===== config.mk =====
export PLATFORM = sky130hd
export DESIGN_NAME = pac_mul
export DESIGN_NICKNAME = d
export VERILOG_FILES = /design/src/rtl/pac_pkg.sv /design/src/rtl/pac_mul.sv
export SDC_FILE = /design/constraint.sdc
export NUM_CORES = 2
export LEC_CHECK = 0
export BUFFER_PORTS_ARGS = -buffer_cell sky130_fd_sc_hd__buf_2
export CORE_ASPECT_RATIO = 1.75
export CORE_MARGIN = 2
export CORE_UTILIZATION = 50
export CTS_CLUSTER_SIZE = 20
export DETAILED_ROUTE_END_ITERATION = 8
export PLACE_DENSITY = 0.7
export SYNTH_ARGS = -nofsm -noshare
export SYNTH_HDL_FRONTEND = slang
export SYNTH_SLANG_ARGS = --single-unit

===== constraint.sdc =====
create_clock -name clk_i -period 12.3 [get_ports clk_i]
set_input_delay 1.23 -clock clk_i [delete_from_list [all_inputs] [get_ports clk_i]]
set_output_delay 1.23 -clock clk_i [all_outputs]
set_load 0.005 [all_outputs]

===== src/rtl/pac_pkg.sv =====
package pac_pkg;

  // Oscillator bank.
  localparam int NUM_OSC = 64;
  localparam int OSC_AW  = (NUM_OSC > 1) ? $clog2(NUM_OSC) : 1;
  localparam int SEL_W   = 6;
  localparam int STEP_W  = 32;
  localparam int PHASE_W = 32;
  localparam int COS_W   = 32;

  // Stream payloads, padded to whole bytes.
  localparam int IN_DATA_W  = ((SEL_W + STEP_W + 7) / 8) * 8;
  localparam int OUT_DATA_W = ((SEL_W + COS_W + 7) / 8) * 8;

  // Configuration registers.
  localparam int CFG_W     = 31;
  localparam int CFG_IDX_W = 3;
  localparam logic [CFG_IDX_W-1:0] REG_PHASE_SCALE = 3'd0;
  localparam logic [CFG_IDX_W-1:0] REG_COEF_ZERO   = 3'd1;
  localparam logic [CFG_IDX_W-1:0] REG_COEF_TWO    = 3'd2;
  localparam logic [CFG_IDX_W-1:0] REG_COEF_FOUR   = 3'd3;
  localparam logic [CFG_IDX_W-1:0] REG_COEF_SIX    = 3'd4;
  localparam logic [CFG_IDX_W-1:0] REG_COEF_EIGHT  = 3'd5;

  localparam logic [CFG_W-1:0] RST_PHASE_SCALE = 31'd843314857;
  localparam logic [CFG_W-1:0] RST_COEF_ZERO   = 31'd1073741824;
  localparam logic [CFG_W-1:0] RST_COEF_TWO    = 31'd536870912;
  localparam logic [CFG_W-1:0] RST_COEF_FOUR   = 31'd44739243;
  localparam logic [CFG_W-1:0] RST_COEF_SIX    = 31'd1491308;
  localparam logic [CFG_W-1:0] RST_COEF_EIGHT  = 31'd26630;

  // Shared multiplier: 64 x 64 operands worked as four 32 x 32 partial products.
  localparam int MUL_W  = 64;
  localparam int HALF_W = 32;
  localparam int PROD_W = 128;

  // Fixed-point widths of the intermediate values (all unsigned magnitudes).
  localparam int ANG_W    = 32;  // |x|, Q3.28, at most 2^31
  localparam int X2_W     = 35;
  localparam int X4_W     = 41;
  localparam int X6_W     = 47;
  localparam int X8_W     = 53;
  localparam int TERM_W   = 57;
  localparam int SUM_W    = 58;
  localparam int SH_ANG   = 31;
  localparam int SH_POW   = 28;
  localparam int SH_TERM  = 29;

  // Multiply operations in sequence order.
  localparam int OP_W = 4;
  localparam logic [OP_W-1:0] OP_SCALE = 4'd0;
  localparam logic [OP_W-1:0] OP_X2    = 4'd1;
  localparam logic [OP_W-1:0] OP_X4    = 4'd2;
  localparam logic [OP_W-1:0] OP_X6    = 4'd3;
  localparam logic [OP_W-1:0] OP_X8    = 4'd4;
  localparam logic [OP_W-1:0] OP_T2    = 4'd5;
  localparam logic [OP_W-1:0] OP_T4    = 4'd6;
  localparam logic [OP_W-1:0] OP_T6    = 4'd7;
  localparam logic [OP_W-1:0] OP_T8    = 4'd8;

endpackage


===== src/rtl/pac_mul.sv =====
module pac_mul (
  input  logic                       clk_i,
  input  logic                       rst_ni,
  input  logic                       start_i,
  input  logic [pac_pkg::MUL_W-1:0]  a_i,
  input  logic [pac_pkg::MUL_W-1:0]  b_i,
  output logic                       done_o,
  output logic [pac_pkg::PROD_W-1:0] prod_o
);
  import pac_pkg::*;

  logic [MUL_W-1:0]  a_q, b_q;
  logic [1:0]        cnt_q;
  logic              busy_q;
  logic [MUL_W-1:0]  pp_q, pp_d;
  logic [1:0]        pp_sh_q;
  logic              pp_v_q, pp_last_q, done_q;
  logic [PROD_W-1:0] acc_q, pp_ext;
  logic [HALF_W-1:0] a_chunk, b_chunk;

  assign a_chunk = cnt_q[0] ? a_q[MUL_W-1:HALF_W] : a_q[HALF_W-1:0];
  assign b_chunk = cnt_q[1] ? b_q[MUL_W-1:HALF_W] : b_q[HALF_W-1:0];
  assign pp_d    = {{(MUL_W-HALF_W){1'b0}}, a_chunk} * {{(MUL_W-HALF_W){1'b0}}, b_chunk};

  // Place the registered partial product at its weight.
  always_comb begin
    case (pp_sh_q)
      2'd0:    pp_ext = {{(PROD_W-MUL_W){1'b0}}, pp_q};
      2'd1:    pp_ext = {{(PROD_W-MUL_W-HALF_W){1'b0}}, pp_q, {HALF_W{1'b0}}};
      default: pp_ext = {pp_q, {(PROD_W-MUL_W){1'b0}}};
    endcase
  end

  always_ff @(posedge clk_i or negedge rst_ni) begin
    if (!rst_ni) begin
      busy_q    <= 1'b0;
      cnt_q     <= 2'd0;
      pp_v_q    <= 1'b0;
      pp_last_q <= 1'b0;
      done_q    <= 1'b0;
    end else begin
      pp_v_q    <= busy_q;
      pp_last_q <= busy_q && (cnt_q == 2'd3);
      done_q    <= pp_v_q && pp_last_q;
      if (busy_q) begin
        cnt_q <= cnt_q + 2'd1;
        if (cnt_q == 2'd3) begin
          busy_q <= 1'b0;
        end
      end
      if (start_i) begin
        busy_q <= 1'b1;
        cnt_q  <= 2'd0;
      end
    end
  end

  always_ff @(posedge clk_i) begin
    if (busy_q) begin
      pp_q    <= pp_d;
      pp_sh_q <= {1'b0, cnt_q[0]} + {1'b0, cnt_q[1]};
    end
    if (pp_v_q) begin
      acc_q <= acc_q + pp_ext;
    end
    if (start_i) begin
      a_q   <= a_i;
      b_q   <= b_i;
      acc_q <= '0;
    end
  end

  assign done_o = done_q;
  assign prod_o = acc_q;

endmodule


==> reports/results.ini <==
[status]
status=finished, final reports clean

[logic_synthesis]
synthXorXnorAreaFrac_pct=2.98
ys_async_sr_fraction_pct=1.83
synth_seq_area_share_pct=16.1
synth_flop_cell=edfxtp_1
synth_area_sq_um=53000
synthesis.nets=7358
synthTopCellsByArea=fa_1, edfxtp_1, ha_1
synthCells=5939
synth_top_area_share_pct=33.9
synth_compound_area_share_pct=9.82
synthMuxAreaShare_pct=4.57
synthAdderAreaFrac_pct=43.1
ys_seq_elements=328
ys_warn_count=0
yosys.area_share.simple_pct=14.5
avgSynthCellArea_sq_um=8.92
synth_cell_types=85
synth_top_family_by_area=adder cells
synth_edf_count=194
yosysTopAreaCell=fa_1

[cells_and_area]
postLayoutCellArea_sq_um=56700
area_delta_synth_final_pct=7.06
layout_commonest_cell=inv_1
regArea_sq_um=8550
mostFrequentLayoutCells=inv_1, fa_1, nor2_1
finalNetCount=7417
fillerInstances=9748
drive_gt1_share_pct=9.12
final_core_util_pct=53.7
multiInputGateArea_sq_um=40000

[clock_network]
htree_levels=2
root_buffer=clkbuf_16
ctsHoldBuffers=0
clock-sinks=328
ctsResizeCount=0
cts_setup_buffers=0
clock_path_buffers=3
insertion_delay_ns=0.61
cts_tree=built
cts_inserted_buffers=35
path_clk_slew_ns=0.07

[routing]
final_antenna_net_count=0
vias=44100
drc=0
wirelength_microns=197000
via_per_inst=5.97
drt_pass1_iterations=6
drt_iter0_markers=3400
wl_per_cell_microns=26.7

[place]
hpwl_microns=157000
io_buffers=259
finalWeightedCongestion=1.06
placed_area_sq_um=55600

[global_routing]
antenna_found_initial=1
grt_overflow_total=0
grt_usage_pct=36.3
grt_pass1_vias=46600
grt_max_degree=130
grt_pass1_wl_microns=287000

[setup_path]
startpoint_type=flop
rr_endpoint=pp_q[63]
path_class=flop to flop
crit_required_ns=12.64
end_kind=flop
cp.arrival_ns=10.48
r2r_setup_slack_ns=2.16
worstPathMaxFanout=37
reg2reg_from=cnt_q[1]
reg2reg_depth=25

[sta]
finalCritPeriodShare_pct=82.4
finClkSkew_ns=0.0399
rsz0062_at_grt=false
slew_violations=0
worst_pin_slew_ns=1.42
final_hold_viol_count=0
fin_crit_ns=10.14
setup_violations=0
max_freq_mhz=98.6
fin_tns_setup_ns=0
hold_ws_ns=0.484
slew_headroom_pct=4.31

[die]
core_sq_um=106000
rows=158
start_util_pct=50.2
io_pins=260
die_h_microns=435
dieArea_sq_um=109000
die_w_microns=250

[flow_run]
max_cap_viol_count=0

[min_path]
worstHoldPathType=flop to flop
hp-start=prod_o[85]
whs_path_depth=2
hold_end=prod_o[85]

[through the flow]
stage	setup WS, ns	cells
after floorplan	3.39	5939
after global placement	2.47	7321
after detailed placement	2.33	7321
after CTS	2.34	7382
after global routing	1.76	7383
final	2.16	7383
[cells by family (layout without fill, tap and decap cells)]
kind of cell	after synthesis	in the layout
xor gates and xnor gates	180	180
and+or+nand+nor	1841	1841
buffers and inverters	1245	1328
DFF	328	328
adders and majority gates	1288	1288
muxes	234	234
AOI/OAI and AO/OA	823	823
other	0	1
[layer usage]
metal | vias up | GRT usage [%] | wire, microns
met5 | - | 0 | 0
li1 | 19000 | - | -
met1 | 21600 | 35.7 | 60700
met3 | 1027 | 7.31 | 16700
met2 | 2477 | 63.4 | 95000
met4 | 0 | 35.2 | 24500
[flip-flops by register name, summed over array words and instances, names as in the netlist]
name,cells
prod_o,128
pp_v_q,1
a_q,64
cnt_q,2
pp_last_q,1
pp_q,64
busy_q,1
b_q,64
pp_sh_q,2
done_o,1
[critical path: stages (launching register included)]
cell      delay [ns]
dfrtp_4         0.78
buf_4           0.63
mux2_2          0.87
nand2_1         0.19
fa_1            0.55
inv_1           0.05
fa_1            0.47
fa_1            0.58
fa_1            0.49
fa_1            0.56
fa_1            0.45
fa_1            0.52
fa_1            0.44
ha_1            0.45
a21o_1          0.22
a21o_1          0.17
a21oi_1         0.14
o21ai_0         0.15
o41a_1          0.36
a41oi_2         0.30
o21ai_1         0.19
a41oi_1         0.33
nand4b_1        0.16
a31o_2          0.27
a221oi_1        0.31
xnor2_1         0.12
[cell type report]
cell class	count	share of cell area [%]
Clock buffer	42	1.61
Timing Repair Buffer	339	3.36
Sequential cell	328	15.1
Inverter	928	6.14
Clock inverter	19	0.368
Tap cell	1360	3.00
Multi-Input combinational cell	4366	70.4
Antenna cell	1	0.00441
[worst max path at each step]
| stage | startpoint | endpoint | slack [ns] | depth (start not counted) |
|---|---|---|---|---|
| 6_report | cnt_q[1] | pp_q[63] | 2.16 | 25 |
| 5_1_grt | cnt_q[1] | pp_q[57] | 1.76 | 29 |
| 4_1_cts | cnt_q[1] | pp_q[57] | 2.34 | 29 |
| 3_5_place_dp | cnt_q[0] | pp_q[63] | 2.33 | 29 |
| 3_3_place_gp | cnt_q[0] | pp_q[63] | 2.47 | 29 |
| 2_1_floorplan | cnt_q[1] | pp_q[62] | 3.39 | 31 |
[Yosys cell counts (45+ instances only)]
cell type,number
nand4_1,79
nor2_1,831
dfxtp_1,128
fa_1,897
o21ai_0,195
ha_1,391
edfxtp_1,194
clkbuf_1,280
xor2_1,68
a21oi_1,256
inv_1,928
and2_1,75
xnor2_1,112
a21o_1,130
nand2_1,712
mux2_2,65
o21bai_1,45
mux2i_1,169
Power is left out: the tool's default activity adds up to more than one toggle a clock period on the data nets, which glitch-free logic cannot reach.
